$ cat config.mk
export PLATFORM = sky130hd
export DESIGN_NAME = tcw_front
export DESIGN_NICKNAME = d
export VERILOG_FILES = /design/src/rtl/tcw_pkg.sv /design/src/rtl/tcw_front.sv
export SDC_FILE = /design/constraint.sdc
export NUM_CORES = 1
export LEC_CHECK = 0
export BUFFER_PORTS_ARGS = -buffer_cell sky130_fd_sc_hd__clkbuf_2
export CAP_MARGIN = 25
export CORE_AREA = 4 4 75 77
export CTS_CLUSTER_DIAMETER = 30
export DETAILED_ROUTE_END_ITERATION = 8
export DIE_AREA = 0 0 79 81
export HOLD_SLACK_MARGIN = 0.1
export PLACE_DENSITY = 0.88
export SLEW_MARGIN = 20
export SYNTH_ARGS = -nofsm -noshare
export SYNTH_HDL_FRONTEND = slang
export SYNTH_SLANG_ARGS = --single-unit
$ cat constraint.sdc
create_clock -name clk_i -period 3.49 [get_ports clk_i]
set_input_delay 0.1745 -clock clk_i [delete_from_list [all_inputs] [get_ports clk_i]]
set_output_delay 0.1745 -clock clk_i [all_outputs]
set_load 0.03 [all_outputs]
$ cat src/rtl/tcw_pkg.sv
// ---------------------------------------------------------------------------
// tcw_pkg
// Types and fixed constants shared by the text console writer modules.
// ---------------------------------------------------------------------------
package tcw_pkg;

  // Field widths fixed by the request and result formats.
  localparam int unsigned ReqW   = 2;
  localparam int unsigned CharW  = 8;
  localparam int unsigned IdxW   = 11;
  localparam int unsigned ColW   = 7;
  localparam int unsigned RowW   = 5;
  localparam int unsigned LocW   = 11;
  localparam int unsigned ColorW = 4;
  localparam int unsigned AttrW  = 8;
  localparam int unsigned CellW  = 16;

  // Depth of the command queue between front and back.
  localparam int unsigned QDepth = 2;

  // Request type codes.
  localparam logic [ReqW-1:0] REQ_PUT   = 2'd0;
  localparam logic [ReqW-1:0] REQ_CLEAR = 2'd1;
  localparam logic [ReqW-1:0] REQ_READ  = 2'd2;

  // Configuration register indexes.
  localparam logic CFG_FORE = 1'b0;
  localparam logic CFG_BACK = 1'b1;

  // Special characters.
  localparam logic [CharW-1:0] CHAR_LF    = 8'd10;
  localparam logic [CharW-1:0] CHAR_CR    = 8'd13;
  localparam logic [CharW-1:0] CHAR_SPACE = 8'd32;

  // Reset and reset colors.
  localparam logic [ColorW-1:0] FORE_RESET = 4'hF;
  localparam logic [ColorW-1:0] BACK_RESET = 4'h0;

  // A blank cell: space with attribute zero (attribute in the high byte).
  localparam logic [CellW-1:0] BLANK_CELL = {8'h00, CHAR_SPACE};

  // Classified operations handed from front to back.
  typedef enum logic [2:0] {
    OP_NOP,
    OP_PUT,
    OP_LF,
    OP_CR,
    OP_CLEAR,
    OP_READ
  } op_e;

  typedef struct packed {
    logic [ReqW-1:0]  req_type;
    logic [CharW-1:0] char_code;
    logic [IdxW-1:0]  cell_index;
  } req_t;

  typedef struct packed {
    logic [CharW-1:0] read_char;
    logic [AttrW-1:0] read_attr;
    logic [ColW-1:0]  cursor_col;
    logic [RowW-1:0]  cursor_row;
    logic [LocW-1:0]  cursor_location;
    logic             scrolled;
  } rsp_t;

  typedef struct packed {
    op_e              op;
    logic [CharW-1:0] char_code;
    logic [IdxW-1:0]  cell_index;
    logic [AttrW-1:0] attr;
  } cmd_t;

  // Head of the command queue as seen by the back end.
  typedef struct packed {
    logic valid;
    cmd_t cmd;
  } head_t;

endpackage

$ cat src/rtl/tcw_front.sv
// ---------------------------------------------------------------------------
// tcw_front
// Accepts requests, classifies them and queues them for the back end.
// Also holds the color registers and stamps each put with its attribute.
// ---------------------------------------------------------------------------
module tcw_front import tcw_pkg::*; #(
  parameter int unsigned COLS = 80,
  parameter int unsigned ROWS = 25
) (
  input  logic              clk_i,
  input  logic              rst_ni,
  input  logic              cfg_we_i,
  input  logic              cfg_idx_i,
  input  logic [ColorW-1:0] cfg_data_i,
  input  logic              req_valid_i,
  output logic              req_ready_o,
  input  req_t              req_data_i,
  input  logic              busy_i,
  input  logic              pop_i,
  output head_t             head_o
);

  localparam int unsigned Total = COLS * ROWS;
  localparam int unsigned PtrW  = $clog2(QDepth);
  localparam int unsigned CntW  = $clog2(QDepth + 1);

  logic [ColorW-1:0] fore_q, fore_d;
  logic [ColorW-1:0] back_q, back_d;
  cmd_t              slot_q [QDepth];
  logic [PtrW-1:0]   wr_ptr_q, wr_ptr_d;
  logic [PtrW-1:0]   rd_ptr_q, rd_ptr_d;
  logic [CntW-1:0]   cnt_q, cnt_d;
  cmd_t              cmd;
  logic              push;

  // Color registers.
  always_comb begin
    fore_d = fore_q;
    back_d = back_q;
    if (cfg_we_i) begin
      case (cfg_idx_i)
        CFG_FORE: fore_d = cfg_data_i;
        CFG_BACK: back_d = cfg_data_i;
        default: begin
          fore_d = fore_q;
        end
      endcase
    end
  end

  // Classify the incoming word into a back end operation.
  always_comb begin
    cmd.char_code  = req_data_i.char_code;
    cmd.cell_index = req_data_i.cell_index;
    cmd.attr       = {back_q, fore_q};
    case (req_data_i.req_type)
      REQ_PUT: begin
        if (req_data_i.char_code == CHAR_LF) begin
          cmd.op = OP_LF;
        end else if (req_data_i.char_code == CHAR_CR) begin
          cmd.op = OP_CR;
        end else begin
          cmd.op = OP_PUT;
        end
      end
      REQ_CLEAR: cmd.op = OP_CLEAR;
      REQ_READ: begin
        // A read beyond the screen only reports the cursor.
        if (32'(req_data_i.cell_index) < Total) begin
          cmd.op = OP_READ;
        end else begin
          cmd.op = OP_NOP;
        end
      end
      default: cmd.op = OP_NOP;
    endcase
  end

  // Queue control.
  assign req_ready_o = (cnt_q != CntW'(QDepth)) && !busy_i;
  assign push        = req_valid_i && req_ready_o;

  always_comb begin
    wr_ptr_d = wr_ptr_q;
    rd_ptr_d = rd_ptr_q;
    cnt_d    = cnt_q;
    if (push) begin
      wr_ptr_d = wr_ptr_q + 1'b1;
    end
    if (pop_i) begin
      rd_ptr_d = rd_ptr_q + 1'b1;
    end
    if (push && !pop_i) begin
      cnt_d = cnt_q + 1'b1;
    end else if (pop_i && !push) begin
      cnt_d = cnt_q - 1'b1;
    end
  end

  assign head_o.valid = (cnt_q != '0);
  assign head_o.cmd   = slot_q[rd_ptr_q];

  always_ff @(posedge clk_i or negedge rst_ni) begin
    if (!rst_ni) begin
      fore_q   <= FORE_RESET;
      back_q   <= BACK_RESET;
      wr_ptr_q <= '0;
      rd_ptr_q <= '0;
      cnt_q    <= '0;
    end else begin
      fore_q   <= fore_d;
      back_q   <= back_d;
      wr_ptr_q <= wr_ptr_d;
      rd_ptr_q <= rd_ptr_d;
      cnt_q    <= cnt_d;
    end
  end

  // Queue storage.
  always_ff @(posedge clk_i) begin
    if (push) begin
      slot_q[wr_ptr_q] <= cmd;
    end
  end

endmodule

# == After elaboration in Yosys (flattened, before gate mapping) ==
# Memory sizes are Yosys's and may differ from the RTL's.
# Index checks and enable logic that the tools add are counted.
# Widths: inputs -> output; s select.
# classes
div,0
n_lt_le_gt_ge,1
n_addsub,4
mux,8
n_reduce_logical,12
n_eq_ne,5
n_bitwise,1
shifts,0
n_mul,0
# ops
cell,n
$eq 8x4->1 const B,2
$lt 11x11->1 const B,1
$pmux 3 s3,1
$mux 2,4
$logic_and 1x1->1,4
$reduce_and 2->1,2
$reduce_bool 2->1,2
$logic_not 1->1,3
$mux 3,1
$add 1x1->1 const B,2
$add 2x1->2 const B,1
$eq 2x1->1 const B,1
$eq 2x2->1 const B,1
$logic_not 2->1,1
$mux 1,2
$ne 2x2->1 const B,1
$sub 2x1->2 const B,1
$not 1->1,1
# word_totals
word_cells,37
regBits,12
inputBits,32
n_memories,1
out_inout_bits,32
mem_bits_rw,60
mem_bits_ro,0
latch_bits,0
# mem_list
name,words,word_bits,rd,rd_ports_with_merged_regs,write_ports,line,rtl
slot_q,2,30,1,0,1,tcw_front.sv:29,cmd_t slot_q [QDepth];

# == Logic depth before layout (Yosys ltp) ==
# depth
ltp_word,7
depth_mapped,7
depth_no_buf,7

# == Worst setup path after synthesis ==
# Ideal clock, no wire load.
# synth_path
path_type,reg-to-reg
start,register cnt_q[1]
end,memory slot_q[0][0] (netlist name) (enable)
required_time_ns,3.073
path_slack_ns,1.192
setup_ns,0.417
path_buffers,0
period_less_slack_ns,2.298
t_arrival_ns,1.881
stages_incl_launch_ff,4
cell_sequence,dfrtp_1 inv_1 o211ai_1 nor2_1
# synth_between
elab_chain_cells,5
# synth_rtl
element,line,rtl
start: declaration,tcw_front.sv:32,"logic [CntW-1:0] cnt_q, cnt_d;"
start signal: assignment,tcw_front.sv:115,cnt_q <= cnt_d;
$ne 2x2->1,tcw_front.sv:80,assign req_ready_o = (cnt_q != CntW'(QDepth)) && !busy_i;
$logic_and 1x1->1,tcw_front.sv:80,
$logic_and 1x1->1,tcw_front.sv:81,assign push = req_valid_i && req_ready_o;
$mux 1,tcw_front.sv:121,if (push) begin
$mux 1 (not written as such),tcw_front.sv:122,slot_q[wr_ptr_q] <= cmd;
end: declaration,tcw_front.sv:29,
# No other way between the ends.

==> key figures <==
Setup path
  • Req. time, crit path: 3.32 ns
  • Cells along the critical path: buf_4, mux2_2, clkbuf_2
  • Slowest cell delay on critical path: 0.64 ns
  • Worst setup SP type: flip-flop
  • Kind of critical path: flip-flop to primary output
  • WP data arrival: 1.91 ns
  • Worst reg2reg path depth: 4
  • CP Max Fanout: 20
  • Buf/Inv on CP: 2
  • FF-to-FF Start: cnt_q[0]
  • Cell family with most CP delay: flip-flops
  • Slowest stage cell on the critical path: dfrtp_1
  • R2r setup slk: 1.91 ns
  • Reg-to-reg endpoint: slot_q[1][6]
  • CP Capture Type: primary output

Route
  • Vias: 1573
  • Drt total wl: 5070 um
  • Detailed Routing Iterations Pass 1: 4
  • Drt via density: 4.93
  • Post-DR wirelength/cell: 15.9 um
  • Detail Route Antenna Nets: 0
  • DR DRC count: 0
  • Initial DRC count: 55

Pwr
  • Power Density: 720 nW/um2
  • Comb power frac: 32.1%
  • Reg power frac: 44.3%
  • Internal power: 1.75 mW
  • Maximum resistive drop on vdd: 0.423 mV
  • Sw Pwr: 0.861 mW
  • LEAKAGE: 1.41 nW
  • Clock power frac: 23.6%
  • Sw Ratio: 33.0%

Floorplan
  • I/O Pins: 64
  • Die Wd: 79 um
  • Die height: 81 um
  • Starting Density: 55.4%
  • Row cnt: 26
  • Core area: 5010 um2
  • Die area: 6400 um2

GRT
  • First-pass GRT wire length: 8400 um
  • Number of global-route vias before repair: 1753
  • Gr usage total: 17.9%
  • Overflow after GRT: 0
  • Initial antenna violation count: 0
  • Largest net degree at the start of global routing: 31

Run
  • Max cap viols: 0

Place
  • PortBufs: 63
  • Dpl ws: 1.73 ns
  • Detailed Place HPWL: 3240 um
  • Placer congestion estimate: 0.664

Finish
  • Fin nets: 277
  • Most frequent cells in the layout: clkbuf_2 (63), edfxtp_1 (60), mux2_2 (38), dlygate4sd3_1 (25), clkbuf_8 (10)
  • P&R area growth vs syn: 30.4%
  • Layout cells sized above 1: 49.8%
  • Diodes inserted: 0
  • FILL cells: 332
  • Most common cell after layout, fill and taps aside: clkbuf_2

Yosys
  • Ys async rst share: 16.7%
  • Ys flop type: edfxtp_1
  • Yosys top cell area share: 65.0%
  • Sequential element share of the synthesized area: 76.0%
  • Dominant cell type by area after synthesis: edfxtp_1
  • Post-synth EDFFs: 60
  • Top cells by area, synth: edfxtp_1 (65%), mux2_2 (15%), dfrtp_1 (7.2%), dfstp_2 (3.8%), xnor2_1 (0.95%)
  • Synth unique cells: 24
  • Syn Inst Count: 145
  • Flops & latches, synth: 72
  • Syn_area_per_cell: 19.1 um2
  • Syn_nets: 178
  • Ys Warns: 0
  • Mapped Area: 2770 um2

STA
  • Slew Limit Fails: 0
  • Slew headroom: 68.7%
  • Final worst slack: 1.41 ns
  • Final hold viol count: 0
  • Max Fclk: 0.480 GHz
  • Worst Max-Slew Pin Slew: 0.470 ns
  • Hold Slack: 0.166 ns
  • Period minus WS final: 2.08 ns
  • Post-route clock skew: 0.00671 ns
  • Endpoints failing setup: 0
  • RSZ-0062 raised after global routing: false
  • Sum Neg Setup Slack: 0 ns
  • Final period utilization: 59.7%

Clock network
  • CTS max path bufs: 2
  • Latest clock arrival within the worst-skew pair: 0.33 ns
  • TritonCTS buffer count: 9
  • Clock root buffer: clkbuf_8
  • Post-CTS Setup Inserts: 0
  • CTS sink count: 72
  • Clk slew on worst S/H paths: 0.07 ns
  • CTS HTree Levels: 3
  • CTS tree: yes

Min path
  • Hold path endpoint: slot_q[0][28]
  • Worst hold path startpoint: req_data_i[19]
  • Worst Hold Class: input pin to flip-flop
  • Hold depth: 2

Outcome
  • Outcome: finished, final reports clean
worst reg2reg max path: cells and delay by family, from the launching register on:
family / cells / cell delay (ns)
DFF: 1 / 0.43
AOI/OAI and AO/OA: 1 / 0.17
buffers and inverters: 2 / 0.44
and+or+nand+nor: 1 / 0.18
stage by stage:
stage | power [mW] | util, % | std cells | area, um2
finish | 2.61 | 72.2 | 319 | 3620
floorplan | 1.77 | - | 145 | 2770
CTS | 2.64 | 72.2 | 319 | 3620
global route | 2.74 | 72.2 | 319 | 3620
global placement | 1.97 | 63.5 | 278 | 3180
detailed placement | 1.99 | 63.5 | 278 | 3180
worst max path at each step:
stage             start           end  cells past startpoint
6_report       rd_ptr_q     head_o[4]                      3
5_1_grt        rd_ptr_q     head_o[4]                      3
4_1_cts        rd_ptr_q     head_o[4]                      3
3_5_place_dp   rd_ptr_q     head_o[4]                      3
3_3_place_gp   rd_ptr_q     head_o[4]                      3
2_1_floorplan  cnt_q[1]  slot_q[0][0]                      3
sequential cells by signal (all words and copies together), names as in the netlist:
signal,count
cnt_q,2
slot_q,60
rd_ptr_q,1
back_q,4
fore_q,4
wr_ptr_q,1
metal layers:
layer / wire length (um) / share of wire (%) / GRT usage [%]
met5: 0 / 0 / 0
met4: 27 / 0.53 / 7.73
met3: 329 / 6.5 / 5.43
met2: 2660 / 52 / 31.3
met1: 2060 / 41 / 20.3
synthesized netlist by cell type, types with 2 or more instances:
cell type   n
edfxtp_1   60
mux2_2     38
dfrtp_1     8
inv_1       6
dfstp_2     4
buf_4       3
xnor2_1     3
nand2_1     2
nand3b_1    2
nor2_1      2
o211ai_1    2
o21ai_0     2
xor2_1      2
cell families (layout without fill, tap and decap cells):
group                    after synthesis  in the layout  synth area share, %
AO/OA/AOI/OAI                          7              7                 1.89
XOR/XNOR                               5              5                 1.58
adder cells (fa/ha/maj)                1              1                0.451
buffers and inverters                  9            113                 1.62
flip-flops                            72             72                 76.0
multiplexers                          39             39                 15.8
AND/OR/NAND/NOR                       12             12                 2.71
power by group through the flow:
| stage | sequential (mW) | clock (mW) | combinational (mW) |
|---|---|---|---|
| CTS | 1.16 | 0.639 | 0.844 |
| global route | 1.17 | 0.683 | 0.890 |
| finish | 1.15 | 0.616 | 0.836 |
| floorplan | 1.14 | 0 | 0.637 |
| global placement | 1.16 | 0 | 0.808 |
| detailed placement | 1.17 | 0 | 0.819 |
final cells by class:
type                    count  area (um2)  area share (%)
clock buffers              12         145            4.01
clock inverters             4        43.8            1.21
inverters                   6        22.5           0.622
multi-input cells          64         624            17.3
flip-flops and latches     72        2110            58.2
well taps                  70        87.6            2.42
repair buffers             91         588            16.3
timing repair:
item                       4_1_cts  5_1_grt
hold endpoints to repair        59        0
gates resized for setup          0        0
hold buffers                    25        0
setup endpoints to repair        0        0
No activity file was read; power rests on OpenSTA's default activity.
